## config.mk

```make
export PLATFORM = sky130hd
export DESIGN_NAME = csfs_seq
export DESIGN_NICKNAME = d
export VERILOG_FILES = /design/src/sv/csfs_pkg.sv /design/src/sv/csfs_seq.sv
export SDC_FILE = /design/constraint.sdc
export NUM_CORES = 2
export LEC_CHECK = 0
export BUFFER_PORTS_ARGS = -buffer_cell sky130_fd_sc_hd__buf_2
export CAP_MARGIN = 40
export CORE_MARGIN = 2
export CORE_UTILIZATION = 35
export CTS_CLUSTER_SIZE = 10
export DETAILED_ROUTE_END_ITERATION = 12
export HOLD_SLACK_MARGIN = 0.03
export RECOVER_POWER = 100
export SYNTH_ARGS = -nofsm -noshare
export SYNTH_HDL_FRONTEND = slang
export SYNTH_SLANG_ARGS = --single-unit
```

## constraint.sdc

```tcl
create_clock -name clk -period 11.06 [get_ports clk]
set_clock_uncertainty 0.15 [all_clocks]
set_input_delay 1.659 -clock clk [delete_from_list [all_inputs] [get_ports clk]]
set_output_delay 1.659 -clock clk [all_outputs]
set_load 0.05 [all_outputs]
```

## src/sv/csfs_pkg.sv

```systemverilog
// Shared types, widths and codes for the centripetal spline sampler.
// No dependencies; every other file imports this package.
`timescale 1ns / 1ps
package csfs_pkg;

	// Coordinate and internal widths
	localparam int COORD_W = 16;           // Q12.4 coordinates
	localparam int PT_W = COORD_W + 2;     // reflected points
	localparam int DIFF_W = PT_W + 1;      // point differences
	localparam int KNOT_W = 23;            // knot spacing, Q.12
	localparam int ACC_W = 64;             // wide datapath
	localparam int OPB_W = 24;             // narrow operand / divisor
	localparam int SQ_W = 56;              // root operand
	localparam int TAN_FRAC = 8;           // tangent fraction bits
	localparam int N_W = 6;                // samples register width
	localparam int N2_W = 11;
	localparam int N3_W = 16;
	localparam int MAX_SAMPLES_DEF = 32;
	localparam logic [N_W-1:0] N_RESET = N_W'(8);
	localparam logic [KNOT_W-1:0] ONE_KNOT = KNOT_W'(4096);

	// Shared unit operations
	localparam logic [1:0] OP_MUL = 2'd0;
	localparam logic [1:0] OP_DIV = 2'd1;
	localparam logic [1:0] OP_SQRT = 2'd2;

	typedef struct packed {
		logic start;
		logic [1:0] op;
		logic signed [ACC_W-1:0] a;
		logic [OPB_W-1:0] b;
	} alu_req_t;

	typedef struct packed {
		logic done;
		logic signed [ACC_W-1:0] res;
	} alu_rsp_t;

	typedef struct packed {
		logic [COORD_W-1:0] x;
		logic [COORD_W-1:0] y;
		logic last;
		logic degen;
	} sample_t;

endpackage

```

## src/sv/csfs_seq.sv

```systemverilog
// Sequencer: point window, interval setup, knots, tangents, coefficients
// and sample evaluation, all through the shared unit. Depends on csfs_pkg.
`timescale 1ns / 1ps
module csfs_seq import csfs_pkg::*; #(
	parameter int MAX_SAMPLES = MAX_SAMPLES_DEF
) (
	input  logic                      clk,
	input  logic                      arst_n,
	input  logic                      in_valid,
	output logic                      in_ready,
	input  logic signed [COORD_W-1:0] in_x,
	input  logic signed [COORD_W-1:0] in_y,
	input  logic                      in_final,
	input  logic [N_W-1:0]            n_cfg,
	output alu_req_t                  alu_req,
	input  alu_rsp_t                  alu_rsp,
	output logic                      smp_valid,
	input  logic                      smp_ready,
	output sample_t                   smp
);

	localparam int I_W = (MAX_SAMPLES > 1) ? $clog2(MAX_SAMPLES) : 1;
	localparam logic signed [ACC_W-1:0] SAT_HI = ACC_W'((1 << (COORD_W - 1)) - 1);
	localparam logic signed [ACC_W-1:0] SAT_LO = -SAT_HI - 1;

	localparam logic [4:0] ST_IDLE     = 5'd0;
	localparam logic [4:0] ST_LEN_X    = 5'd1;
	localparam logic [4:0] ST_LEN_Y    = 5'd2;
	localparam logic [4:0] ST_LEN_SUM  = 5'd3;
	localparam logic [4:0] ST_ROOT1    = 5'd4;
	localparam logic [4:0] ST_ROOT2    = 5'd5;
	localparam logic [4:0] ST_KNOT     = 5'd6;
	localparam logic [4:0] ST_TAN_MUL  = 5'd7;
	localparam logic [4:0] ST_TAN_DIV  = 5'd8;
	localparam logic [4:0] ST_TAN_ACC  = 5'd9;
	localparam logic [4:0] ST_N_SQ     = 5'd10;
	localparam logic [4:0] ST_N_CUBE   = 5'd11;
	localparam logic [4:0] ST_N_DONE   = 5'd12;
	localparam logic [4:0] ST_SCL_MUL  = 5'd13;
	localparam logic [4:0] ST_SCL_WAIT = 5'd14;
	localparam logic [4:0] ST_SMP_MUL  = 5'd15;
	localparam logic [4:0] ST_SMP_WAIT = 5'd16;
	localparam logic [4:0] ST_SMP_DIV  = 5'd17;
	localparam logic [4:0] ST_EMIT     = 5'd18;

	logic [4:0] state_q;
	logic [1:0] seen_q;
	logic jobb_q;
	logic signed [COORD_W-1:0] win_x_q [3];
	logic signed [COORD_W-1:0] win_y_q [3];
	logic signed [PT_W-1:0] px_q [4];
	logic signed [PT_W-1:0] py_q [4];
	logic [KNOT_W-1:0] d_q [3];
	logic degen_q;
	logic [1:0] k_q;
	logic [2:0] j_q;
	logic axis_q;
	logic [1:0] hstep_q;
	logic [I_W-1:0] i_q;
	logic [N_W-1:0] n_q;
	logic [N2_W-1:0] n2_q;
	logic [N3_W-1:0] n3_q;
	logic signed [ACC_W-1:0] acc_q, t1_q;
	logic signed [ACC_W-1:0] cx_q [4];
	logic signed [ACC_W-1:0] cy_q [4];
	logic [COORD_W-1:0] smp_x_q, smp_y_q;
	alu_req_t alu_req_q;

	logic signed [COORD_W-1:0] p_x, p_y;
	logic [N_W-1:0] n_clamp;
	logic signed [DIFF_W-1:0] seg_dx, seg_dy;
	logic signed [PT_W-1:0] v0, v1, v2, v3;
	logic signed [DIFF_W-1:0] tan_diff;
	logic [KNOT_W-1:0] tan_den;
	logic tan_neg;
	logic signed [ACC_W-1:0] tan_sum;
	logic signed [DIFF_W-1:0] dv21;
	logic signed [ACC_W-1:0] c2_new, c3_new;
	logic signed [ACC_W-1:0] scl_a;
	logic [OPB_W-1:0] scl_b;
	logic signed [ACC_W-1:0] ca0, ca1, ca2, ca3;
	logic [KNOT_W-1:0] d1_fix;
	logic last_smp;

	function automatic logic signed [PT_W-1:0] reflect(
		input logic signed [COORD_W-1:0] a,
		input logic signed [COORD_W-1:0] b
	);
		return (PT_W'(a) <<< 1) - PT_W'(b);
	endfunction

	function automatic logic [COORD_W-1:0] sat_coord(input logic signed [ACC_W-1:0] v);
		logic [COORD_W-1:0] r;
		if (v > SAT_HI) r = SAT_HI[COORD_W-1:0];
		else if (v < SAT_LO) r = SAT_LO[COORD_W-1:0];
		else r = v[COORD_W-1:0];
		return r;
	endfunction

	assign p_x = in_x;
	assign p_y = in_y;
	assign in_ready = (state_q == ST_IDLE);

	// Samples per interval, clamped to the supported range
	always_comb begin
		if (n_cfg == '0) n_clamp = N_W'(1);
		else if (n_cfg > N_W'(MAX_SAMPLES)) n_clamp = N_W'(MAX_SAMPLES);
		else n_clamp = n_cfg;
	end

	// Segment deltas for the knot being measured
	always_comb begin
		unique case (k_q)
			2'd0: begin
				seg_dx = DIFF_W'(px_q[1]) - DIFF_W'(px_q[0]);
				seg_dy = DIFF_W'(py_q[1]) - DIFF_W'(py_q[0]);
			end
			2'd1: begin
				seg_dx = DIFF_W'(px_q[2]) - DIFF_W'(px_q[1]);
				seg_dy = DIFF_W'(py_q[2]) - DIFF_W'(py_q[1]);
			end
			default: begin
				seg_dx = DIFF_W'(px_q[3]) - DIFF_W'(px_q[2]);
				seg_dy = DIFF_W'(py_q[3]) - DIFF_W'(py_q[2]);
			end
		endcase
	end

	// Coordinates of the axis in work
	assign v0 = axis_q ? py_q[0] : px_q[0];
	assign v1 = axis_q ? py_q[1] : px_q[1];
	assign v2 = axis_q ? py_q[2] : px_q[2];
	assign v3 = axis_q ? py_q[3] : px_q[3];

	// Tangent terms: three for the first tangent, three for the second
	always_comb begin
		unique case (j_q)
			3'd0: begin
				tan_diff = DIFF_W'(v1) - DIFF_W'(v0);
				tan_den = d_q[0];
				tan_neg = 1'b0;
			end
			3'd1: begin
				tan_diff = DIFF_W'(v2) - DIFF_W'(v0);
				tan_den = d_q[0] + d_q[1];
				tan_neg = 1'b1;
			end
			3'd2, 3'd3: begin
				tan_diff = DIFF_W'(v2) - DIFF_W'(v1);
				tan_den = d_q[1];
				tan_neg = 1'b0;
			end
			3'd4: begin
				tan_diff = DIFF_W'(v3) - DIFF_W'(v1);
				tan_den = d_q[1] + d_q[2];
				tan_neg = 1'b1;
			end
			default: begin
				tan_diff = DIFF_W'(v3) - DIFF_W'(v2);
				tan_den = d_q[2];
				tan_neg = 1'b0;
			end
		endcase
	end

	assign tan_sum = tan_neg ? acc_q - alu_rsp.res : acc_q + alu_rsp.res;

	// Cubic coefficients once both tangents of the axis are known
	assign dv21 = DIFF_W'(v2) - DIFF_W'(v1);
	assign c2_new = (ACC_W'(dv21) <<< 9) + (ACC_W'(dv21) <<< 8) - (t1_q <<< 1) - tan_sum;
	assign c3_new = -(ACC_W'(dv21) <<< 9) + t1_q + tan_sum;

	// Coefficient prescale by powers of N
	always_comb begin
		unique case (j_q)
			3'd0: begin scl_a = cx_q[2]; scl_b = OPB_W'(n_q); end
			3'd1: begin scl_a = cx_q[1]; scl_b = OPB_W'(n2_q); end
			3'd2: begin scl_a = cx_q[0]; scl_b = OPB_W'(n3_q); end
			3'd3: begin scl_a = cy_q[2]; scl_b = OPB_W'(n_q); end
			3'd4: begin scl_a = cy_q[1]; scl_b = OPB_W'(n2_q); end
			default: begin scl_a = cy_q[0]; scl_b = OPB_W'(n3_q); end
		endcase
	end

	assign ca0 = axis_q ? cy_q[0] : cx_q[0];
	assign ca1 = axis_q ? cy_q[1] : cx_q[1];
	assign ca2 = axis_q ? cy_q[2] : cx_q[2];
	assign ca3 = axis_q ? cy_q[3] : cx_q[3];

	assign d1_fix = (d_q[1] == '0) ? ONE_KNOT : d_q[1];
	assign last_smp = (N_W'(i_q) == n_q - N_W'(1));

	// Main sequencer
	always_ff @(posedge clk or negedge arst_n) begin
		if (!arst_n) begin
			state_q <= ST_IDLE;
			seen_q <= 2'd0;
			jobb_q <= 1'b0;
			alu_req_q.start <= 1'b0;
		end else begin
			alu_req_q.start <= 1'b0;
			unique case (state_q)
				ST_IDLE: begin
					if (in_valid) begin
						n_q <= n_clamp;
						k_q <= 2'd0;
						jobb_q <= 1'b0;
						unique case (seen_q)
							2'd0: begin
								win_x_q[0] <= p_x;
								win_y_q[0] <= p_y;
								seen_q <= in_final ? 2'd0 : 2'd1;
							end
							2'd1: begin
								win_x_q[1] <= p_x;
								win_y_q[1] <= p_y;
								seen_q <= in_final ? 2'd0 : 2'd2;
								if (in_final) begin
									px_q[0] <= reflect(win_x_q[0], p_x);
									py_q[0] <= reflect(win_y_q[0], p_y);
									px_q[1] <= PT_W'(win_x_q[0]);
									py_q[1] <= PT_W'(win_y_q[0]);
									px_q[2] <= PT_W'(p_x);
									py_q[2] <= PT_W'(p_y);
									px_q[3] <= reflect(p_x, win_x_q[0]);
									py_q[3] <= reflect(p_y, win_y_q[0]);
									state_q <= ST_LEN_X;
								end
							end
							2'd2: begin
								px_q[0] <= reflect(win_x_q[0], win_x_q[1]);
								py_q[0] <= reflect(win_y_q[0], win_y_q[1]);
								px_q[1] <= PT_W'(win_x_q[0]);
								py_q[1] <= PT_W'(win_y_q[0]);
								px_q[2] <= PT_W'(win_x_q[1]);
								py_q[2] <= PT_W'(win_y_q[1]);
								px_q[3] <= PT_W'(p_x);
								py_q[3] <= PT_W'(p_y);
								win_x_q[2] <= p_x;
								win_y_q[2] <= p_y;
								jobb_q <= in_final;
								seen_q <= in_final ? 2'd0 : 2'd3;
								state_q <= ST_LEN_X;
							end
							default: begin
								px_q[0] <= PT_W'(win_x_q[0]);
								py_q[0] <= PT_W'(win_y_q[0]);
								px_q[1] <= PT_W'(win_x_q[1]);
								py_q[1] <= PT_W'(win_y_q[1]);
								px_q[2] <= PT_W'(win_x_q[2]);
								py_q[2] <= PT_W'(win_y_q[2]);
								px_q[3] <= PT_W'(p_x);
								py_q[3] <= PT_W'(p_y);
								win_x_q[0] <= win_x_q[1];
								win_y_q[0] <= win_y_q[1];
								win_x_q[1] <= win_x_q[2];
								win_y_q[1] <= win_y_q[2];
								win_x_q[2] <= p_x;
								win_y_q[2] <= p_y;
								jobb_q <= in_final;
								seen_q <= in_final ? 2'd0 : 2'd3;
								state_q <= ST_LEN_X;
							end
						endcase
					end
				end

				// Squared segment length, then two square roots
				ST_LEN_X: begin
					alu_req_q <= '{start: 1'b1, op: OP_MUL, a: ACC_W'(seg_dx),
						b: OPB_W'(seg_dx)};
					state_q <= ST_LEN_Y;
				end
				ST_LEN_Y: begin
					if (alu_rsp.done) begin
						acc_q <= alu_rsp.res;
						alu_req_q <= '{start: 1'b1, op: OP_MUL, a: ACC_W'(seg_dy),
							b: OPB_W'(seg_dy)};
						state_q <= ST_LEN_SUM;
					end
				end
				ST_LEN_SUM: begin
					if (alu_rsp.done) begin
						alu_req_q <= '{start: 1'b1, op: OP_SQRT,
							a: (acc_q + alu_rsp.res) <<< 16, b: '0};
						state_q <= ST_ROOT1;
					end
				end
				ST_ROOT1: begin
					if (alu_rsp.done) begin
						alu_req_q <= '{start: 1'b1, op: OP_SQRT, a: alu_rsp.res <<< 16,
							b: '0};
						state_q <= ST_ROOT2;
					end
				end
				ST_ROOT2: begin
					if (alu_rsp.done) begin
						d_q[k_q] <= alu_rsp.res[KNOT_W-1:0];
						if (k_q == 2'd2) begin
							state_q <= ST_KNOT;
						end else begin
							k_q <= k_q + 2'd1;
							state_q <= ST_LEN_X;
						end
					end
				end

				// Zero-length segments: flag and substitute spacings
				ST_KNOT: begin
					degen_q <= (d_q[0] == '0) || (d_q[1] == '0) || (d_q[2] == '0);
					d_q[1] <= d1_fix;
					if (d_q[0] == '0) d_q[0] <= d1_fix;
					if (d_q[2] == '0) d_q[2] <= d1_fix;
					acc_q <= '0;
					j_q <= 3'd0;
					axis_q <= 1'b0;
					state_q <= ST_TAN_MUL;
				end

				// Tangent terms: scale by the middle spacing, divide, accumulate
				ST_TAN_MUL: begin
					alu_req_q <= '{start: 1'b1, op: OP_MUL,
						a: ACC_W'(d_q[1]) <<< TAN_FRAC, b: OPB_W'(tan_diff)};
					state_q <= ST_TAN_DIV;
				end
				ST_TAN_DIV: begin
					if (alu_rsp.done) begin
						alu_req_q <= '{start: 1'b1, op: OP_DIV, a: alu_rsp.res,
							b: OPB_W'(tan_den)};
						state_q <= ST_TAN_ACC;
					end
				end
				ST_TAN_ACC: begin
					if (alu_rsp.done) begin
						j_q <= j_q + 3'd1;
						state_q <= ST_TAN_MUL;
						if (j_q == 3'd2) begin
							t1_q <= tan_sum;
							acc_q <= '0;
						end else begin
							acc_q <= tan_sum;
						end
						if (j_q == 3'd5) begin
							if (axis_q) begin
								cy_q[0] <= ACC_W'(v1) <<< TAN_FRAC;
								cy_q[1] <= t1_q;
								cy_q[2] <= c2_new;
								cy_q[3] <= c3_new;
								state_q <= ST_N_SQ;
							end else begin
								cx_q[0] <= ACC_W'(v1) <<< TAN_FRAC;
								cx_q[1] <= t1_q;
								cx_q[2] <= c2_new;
								cx_q[3] <= c3_new;
								axis_q <= 1'b1;
								j_q <= 3'd0;
								acc_q <= '0;
							end
						end
					end
				end

				// Powers of N
				ST_N_SQ: begin
					alu_req_q <= '{start: 1'b1, op: OP_MUL, a: ACC_W'(n_q),
						b: OPB_W'(n_q)};
					state_q <= ST_N_CUBE;
				end
				ST_N_CUBE: begin
					if (alu_rsp.done) begin
						n2_q <= alu_rsp.res[N2_W-1:0];
						alu_req_q <= '{start: 1'b1, op: OP_MUL, a: alu_rsp.res,
							b: OPB_W'(n_q)};
						state_q <= ST_N_DONE;
					end
				end
				ST_N_DONE: begin
					if (alu_rsp.done) begin
						n3_q <= alu_rsp.res[N3_W-1:0];
						j_q <= 3'd0;
						state_q <= ST_SCL_MUL;
					end
				end

				// Fold the powers of N into the coefficients
				ST_SCL_MUL: begin
					alu_req_q <= '{start: 1'b1, op: OP_MUL, a: scl_a, b: scl_b};
					state_q <= ST_SCL_WAIT;
				end
				ST_SCL_WAIT: begin
					if (alu_rsp.done) begin
						unique case (j_q)
							3'd0: cx_q[2] <= alu_rsp.res;
							3'd1: cx_q[1] <= alu_rsp.res;
							3'd2: cx_q[0] <= alu_rsp.res;
							3'd3: cy_q[2] <= alu_rsp.res;
							3'd4: cy_q[1] <= alu_rsp.res;
							default: cy_q[0] <= alu_rsp.res;
						endcase
						if (j_q == 3'd5) begin
							i_q <= '0;
							axis_q <= 1'b0;
							state_q <= ST_SMP_MUL;
						end else begin
							j_q <= j_q + 3'd1;
							state_q <= ST_SCL_MUL;
						end
					end
				end

				// Horner evaluation of one axis at sample i
				ST_SMP_MUL: begin
					alu_req_q <= '{start: 1'b1, op: OP_MUL, a: ca3, b: OPB_W'(i_q)};
					hstep_q <= 2'd0;
					state_q <= ST_SMP_WAIT;
				end
				ST_SMP_WAIT: begin
					if (alu_rsp.done) begin
						unique case (hstep_q)
							2'd0: begin
								alu_req_q <= '{start: 1'b1, op: OP_MUL,
									a: alu_rsp.res + ca2, b: OPB_W'(i_q)};
								hstep_q <= 2'd1;
							end
							2'd1: begin
								alu_req_q <= '{start: 1'b1, op: OP_MUL,
									a: alu_rsp.res + ca1, b: OPB_W'(i_q)};
								hstep_q <= 2'd2;
							end
							default: begin
								alu_req_q <= '{start: 1'b1, op: OP_DIV,
									a: alu_rsp.res + ca0, b: OPB_W'({n3_q, 8'b0})};
								state_q <= ST_SMP_DIV;
							end
						endcase
					end
				end
				ST_SMP_DIV: begin
					if (alu_rsp.done) begin
						if (axis_q) begin
							smp_y_q <= sat_coord(alu_rsp.res);
							state_q <= ST_EMIT;
						end else begin
							smp_x_q <= sat_coord(alu_rsp.res);
							axis_q <= 1'b1;
							state_q <= ST_SMP_MUL;
						end
					end
				end

				// Hand the sample to the output register
				ST_EMIT: begin
					if (smp_ready) begin
						axis_q <= 1'b0;
						if (last_smp) begin
							if (jobb_q) begin
								// Flush interval: window end reflected
								jobb_q <= 1'b0;
								k_q <= 2'd0;
								px_q[0] <= PT_W'(win_x_q[0]);
								py_q[0] <= PT_W'(win_y_q[0]);
								px_q[1] <= PT_W'(win_x_q[1]);
								py_q[1] <= PT_W'(win_y_q[1]);
								px_q[2] <= PT_W'(win_x_q[2]);
								py_q[2] <= PT_W'(win_y_q[2]);
								px_q[3] <= reflect(win_x_q[2], win_x_q[1]);
								py_q[3] <= reflect(win_y_q[2], win_y_q[1]);
								state_q <= ST_LEN_X;
							end else begin
								state_q <= ST_IDLE;
							end
						end else begin
							i_q <= i_q + I_W'(1);
							state_q <= ST_SMP_MUL;
						end
					end
				end

				default: state_q <= ST_IDLE;
			endcase
		end
	end

	assign alu_req = alu_req_q;
	assign smp_valid = (state_q == ST_EMIT);
	assign smp.x = smp_x_q;
	assign smp.y = smp_y_q;
	assign smp.last = last_smp && !jobb_q;
	assign smp.degen = degen_q;

endmodule

```

* After elaboration in Yosys (flattened, before gate mapping)
Memory sizes are Yosys's and may differ from the RTL's.
Index checks and enable logic that the tools add are counted.
Widths: inputs -> output; s select.
** Operators by class
- $lt $le $gt $ge :: 3
- Eq/ne operators :: 53
- Muxes and demuxes :: 206
- $mul :: 0
- Reductions and logical operators :: 65
- Add/sub/neg operators :: 36
- Div/mod/pow operators :: 0
- Bitwise logic cells :: 37
- Shift-type cells :: 0
** Operators with widths (number)
- $mux 64 :: 16
- $pmux 91 s11 :: 1
- $mux 91 :: 6
- $mux 18 :: 28
- $add 64x64->64 :: 6
- $pmux 64 s5 :: 1
- $sub 18x18->19 :: 11
- $pmux 64 s3 :: 1
- $pmux 89 s2 :: 1
- $sub 17x16->18 :: 8
- $mux 16 :: 8
- $sub 64x64->64 :: 2
- $mux 5 :: 21
- $pmux 5 s19 :: 1
- $pmux 23 s4 :: 1
- $mux 1 :: 85
- $pmux 19 s2 :: 2
- $pmux 19 s4 :: 1
- $logic_not 23->1 :: 3
- $gt 64x16->1 const B :: 1
- $lt 64x16->1 const B :: 1
- $neg 28->64 :: 1
- $sub 29x64->64 :: 1
- $add 23x23->23 :: 2
- other kinds (56) :: 191
** Storage, ports and cells
- Input port bits :: 108
- Logic and storage cells :: 428
- Memory bits (read-only) :: 0
- Bits in latches :: 0
- Register bits :: 306
- Output and inout port bits :: 127
- Memories kept :: 7
- RAM bits :: 821
** Memories
- cx_q :: depth 4, bits a word 64, rd ports 4, clocked after memory_dff 0, write ports 4, line csfs_seq.sv:64 : logic signed [ACC_W-1:0] cx_q [4];
- cy_q :: depth 4, bits a word 64, rd ports 4, clocked after memory_dff 0, write ports 4, line csfs_seq.sv:65 : logic signed [ACC_W-1:0] cy_q [4];
- px_q :: depth 4, bits a word 18, rd ports 4, clocked after memory_dff 0, write ports 4, line csfs_seq.sv:51 : logic signed [PT_W-1:0] px_q [4];
- py_q :: depth 4, bits a word 18, rd ports 4, clocked after memory_dff 0, write ports 4, line csfs_seq.sv:52 : logic signed [PT_W-1:0] py_q [4];
- d_q :: depth 3, bits a word 23, rd ports 3, clocked after memory_dff 0, write ports 3, line csfs_seq.sv:53 : logic [KNOT_W-1:0] d_q [3];
- win_x_q :: depth 3, bits a word 16, rd ports 3, clocked after memory_dff 0, write ports 3, line csfs_seq.sv:49 : logic signed [COORD_W-1:0] win_x_q [3];
- 1 more memories

* Depth between registers and ports, before layout
- Depth after elaboration :: 9
- Mapped depth :: 36
- Gate-level depth less buffers :: 31

* Worst setup path after synthesis
No wires, ideal clock.
- Path kind :: input to register
- Start :: input port alu_rsp[64] (netlist bit)
- End :: register alu_req_q, in the netlist alu_req[0] (enable)
- Setup slack :: -614 ps
- Setup time :: 759 ps
- Data required time :: 10151 ps
- Arrival time :: 10765 ps
- Buffers on the path :: 2
- Stages on the path :: 4
- Path through :: clkbuf_1 -> clkbuf_1 -> nor3_1 -> nor4_1
** On the way
- Longest elaborated chain between the ends :: 2
- Elaborated cells on any way between the ends :: 7
- Classes of those cells :: eq/ne (6); reduce/logical (1)
** RTL lines
- start: declaration :: line csfs_seq.sv:16 : input alu_rsp_t alu_rsp,
- $ne 2x2->1 (no line)
- $reduce_and 8->1 (no line) *
- end signal: assignment :: line csfs_seq.sv:270 : alu_req_q <= '{start: 1'b1, op: OP_MUL, a: ACC_W'(seg_dx),
- end signal: assignment :: line csfs_seq.sv:277 : alu_req_q <= '{start: 1'b1, op: OP_MUL, a: ACC_W'(seg_dy),
- end signal: assignment :: line csfs_seq.sv:284 : alu_req_q <= '{start: 1'b1, op: OP_SQRT,
- end: declaration :: line csfs_seq.sv:67 : alu_req_t alu_req_q;
Mark *: on every way between the ends. The rest lies on a longest branch, timed or not.
A chain may end at the register's enable or synchronous reset.

==> flow_summary.yaml <==
final_layout:
  area_growth_syn_to_layout_pct: 10.4
  fillCellCount: 25621
  final_cells: 13211
  num-nets-final: 10643
  drive_above_1_share_pct: 8.33
  final_area_mm2: 0.0995
die:
  die_y_um: 512
  coreArea_mm2: 0.256
  io_pins: 235
  rows: 186
  die_w_um: 512
  start_util_pct: 35.1
  dieArea_mm2: 0.262
detailed_routing:
  drtPass1Iterations: 10
  postRouteAntennaNets: 0
  num_vias: 82043
  first_iter_violations: 10824
  post_drt_wl_per_cell_um: 31.6
  vias_per_cell: 6.21
  drc: 0
  wl_um: 417000
global_route:
  overflow: 0
  grt_max_degree: 81
  grt_use_total_pct: 30.8
  grt_pass1_wl_um: 586000
  antenna_found_initial: 25
  grt_pass1_vias: 79396
min_path:
  min_from: "win_x_q[0][43]"
  holdPathStages: 2
  hold_class: "reg2reg"
  holdPathEnd: "win_x_q[0][27]"
synth:
  synth_area_mm2: 0.0901
  synth_area_per_cell_um2: 9.37
  synthSimpleGateAreaFrac_pct: 11.7
  synthMuxAreaShare_pct: 5.77
  synth_common_cells: "edfxtp_1, nand2_1, o21ai_0"
  yosysTopAreaCellShare_pct: 37.0
  synth_top_family_by_area: "compound AO/OA/AOI/OAI gates"
  yosysMostFrequentCell: "edfxtp_1"
  async_reset_ff_share_pct: 0.804
  synthesis.nets: 10530
  ys_seq_area_share_pct: 37.2
  synth_edf_count: 1110
  netlist_instances: 9619
  ys_ff_latch: 1119
  yosys-top-cells-area: "edfxtp_1, ha_1, o21ai_0, nand2_1, a21oi_1"
  yosysWarnings: 0
  synth-xor-area-share_pct: 4.90
  synth_ff_type: "edfxtp_1"
  yosys.area.top_type: "edfxtp_1"
  synth_compound_area_share_pct: 22.2
  synth_cell_type_count: 123
  synthAdderAreaFrac_pct: 12.4
worst_setup_path:
  crit_fanout: 35
  ff2ff_setup_slack_ns: 0.48
  cp-startpoint: "j_q[1]"
  worst_ep_required_time_ns: 11.38
  path_delay_family: "simple AND/OR/NAND/NOR gates"
  worstPathArrival_ns: 10.91
  critical_path_buf_inv_count: 4
  critical-path-slowest-cell: "clkbuf_1"
  slowest_delay_ns: 2.51
  path_cells: "clkinv_1 -> ha_1 -> nand2_1 -> buf_4 -> nand2_1 -> nor3_1 -> clkbuf_1 -> nand2_1 -> nand2_8 -> buf_16"
  crit_path_end_kind: "register"
  r2r_cells: 10
  timing.rr.start: "j_q[1]"
  path_common_cell: "nand2_1"
  rr_endpoint: "cy_q[0][34]"
  cp-start-kind: "register"
  worstSetupPathType: "reg2reg"
clock_network:
  clk_latency_ns: 0.88
  clock_path_buffers: 3
  cts_made_buffers: 146
  post-cts-setup-buffer-count: 0
  cts_hold_buf: 0
  clock-sinks: 1119
  cts_root_buf: "clkbuf_16"
  cts_tree: "yes"
  cts_max_level: 4
  clk_pin_slew_ns: 0.06
  cts_resized: 0
sta:
  setup_viol: 0
  relSlewSlack_pct: -231
  fin_crit_ns: 10.58
  setup_tns_ns: 0
  max_freq_ghz: 0.0945
  rsz0062_at_grt: "false"
  slew_viol_final: 1983
  worst_slew_pin_slew_ns: 4.96
  timing.final.crit_share_pct: 95.7
  hold_violations: 0
place:
  dp_hpwl_um: 314000
  gp_congestion: 1.04
  port_buffers: 234
  place_area_mm2: 0.0960
  dp.cells: 12961
flow_run:
  maxCapViolCount: 58
status:
  violations: "capacitance limit, slew limit"
  run_status: "finished, violations left"
power_and_ir_drop:
  ir_worst_vdd_mv: 0.273
  leakagePower_nw: 39.0
  p_per_area_mw_per_mm2: 259
==> through the flow <==
stage                     util (%)  hold slack [ns]  power [mW]  setup WS [ns]
after floorplan                  -            0.372        15.8         0.0261
final                         38.8            0.432        25.7          0.478
after global routing          38.8            0.463        27.0          0.441
after global placement        37.2            0.417        20.6          0.625
after CTS                     39.2            0.437        25.5           1.48
after detailed placement      37.4            0.422        20.8          0.727
==> placed cells by master, fill, tap and decap left out, drive strengths merged, types with 120 or more instances in the layout <==
cell type	count
edfxtp	1110
nand2	1030
o21ai	943
inv	815
a21oi	733
ha	657
nor2	515
clkbuf	458
xnor2	336
a21o	243
buf	226
mux2	213
xor2	165
fa	146
a222oi	139
mux2i	136
o21a	136
nor3	125
nand3	120
==> tightest hold or removal path: stages (launching register included) <==
cell,delay (ns)
edfxtp_1,0.36
nand2_1,0.06
nand2_1,0.06
==> final cells by class <==
| class | instances | area [um^2] | share of cell area [%] |
|---|---|---|---|
| antenna | 11 | 27.5 | 0.0277 |
| clock inverter | 54 | 699 | 0.703 |
| tap | 3384 | 4230 | 4.25 |
| timing repair buffer | 506 | 2700 | 2.71 |
| clock buffer | 178 | 3780 | 3.80 |
| sequential | 1119 | 33600 | 33.7 |
| multi-input combinational | 7142 | 51400 | 51.7 |
| inverter | 817 | 3070 | 3.08 |
==> metal layers <==
layer,track usage (%),wire [um],up-vias
met5,0,111,-
met4,18.9,31000,18
met3,6.67,40200,1245
met2,49.7,189000,4860
met1,37.6,157000,40321
li1,-,-,35599
==> worst max path at each step <==
stage / end / slack, ns / cells past startpoint
2_1_floorplan: cx_q[2][60] / 0.03 / 30
3_3_place_gp: cx_q[2][61] / 0.62 / 28
3_5_place_dp: cx_q[2][61] / 0.73 / 28
4_1_cts: cx_q[2][60] / 1.48 / 28
5_1_grt: cx_q[2][60] / 0.44 / 28
6_report: cy_q[0][34] / 0.48 / 10
==> registers in the layout (all words and copies together), names as in the netlist, 64 cells and up <==
register / flops
cx_q: 256
px_q: 68
cy_q: 256
py_q: 68
t1_q: 64
d_q: 69
acc_q: 64
alu_req: 91
==> power breakdown <==
| part | total (mW) | internal [mW] | switching [mW] |
|---|---|---|---|
| registers | 6.22 | 6.04 | 0.174 |
| clock network | 4.68 | 2.61 | 2.07 |
| logic | 14.8 | 4.82 | 10.0 |
==> logic make-up (layout without fill, tap and decap cells) <==
| family | Yosys count | in the layout |
|---|---|---|
| and+or+nand+nor | 2326 | 2326 |
| xor gates and xnor gates | 502 | 502 |
| other | 0 | 11 |
| AOI/OAI and AO/OA | 3097 | 3097 |
| DFF | 1119 | 1119 |
| buffers and inverters | 1358 | 1555 |
| muxes | 413 | 413 |
| adders and majority gates | 804 | 804 |
(Power assumes the default switching activity.)
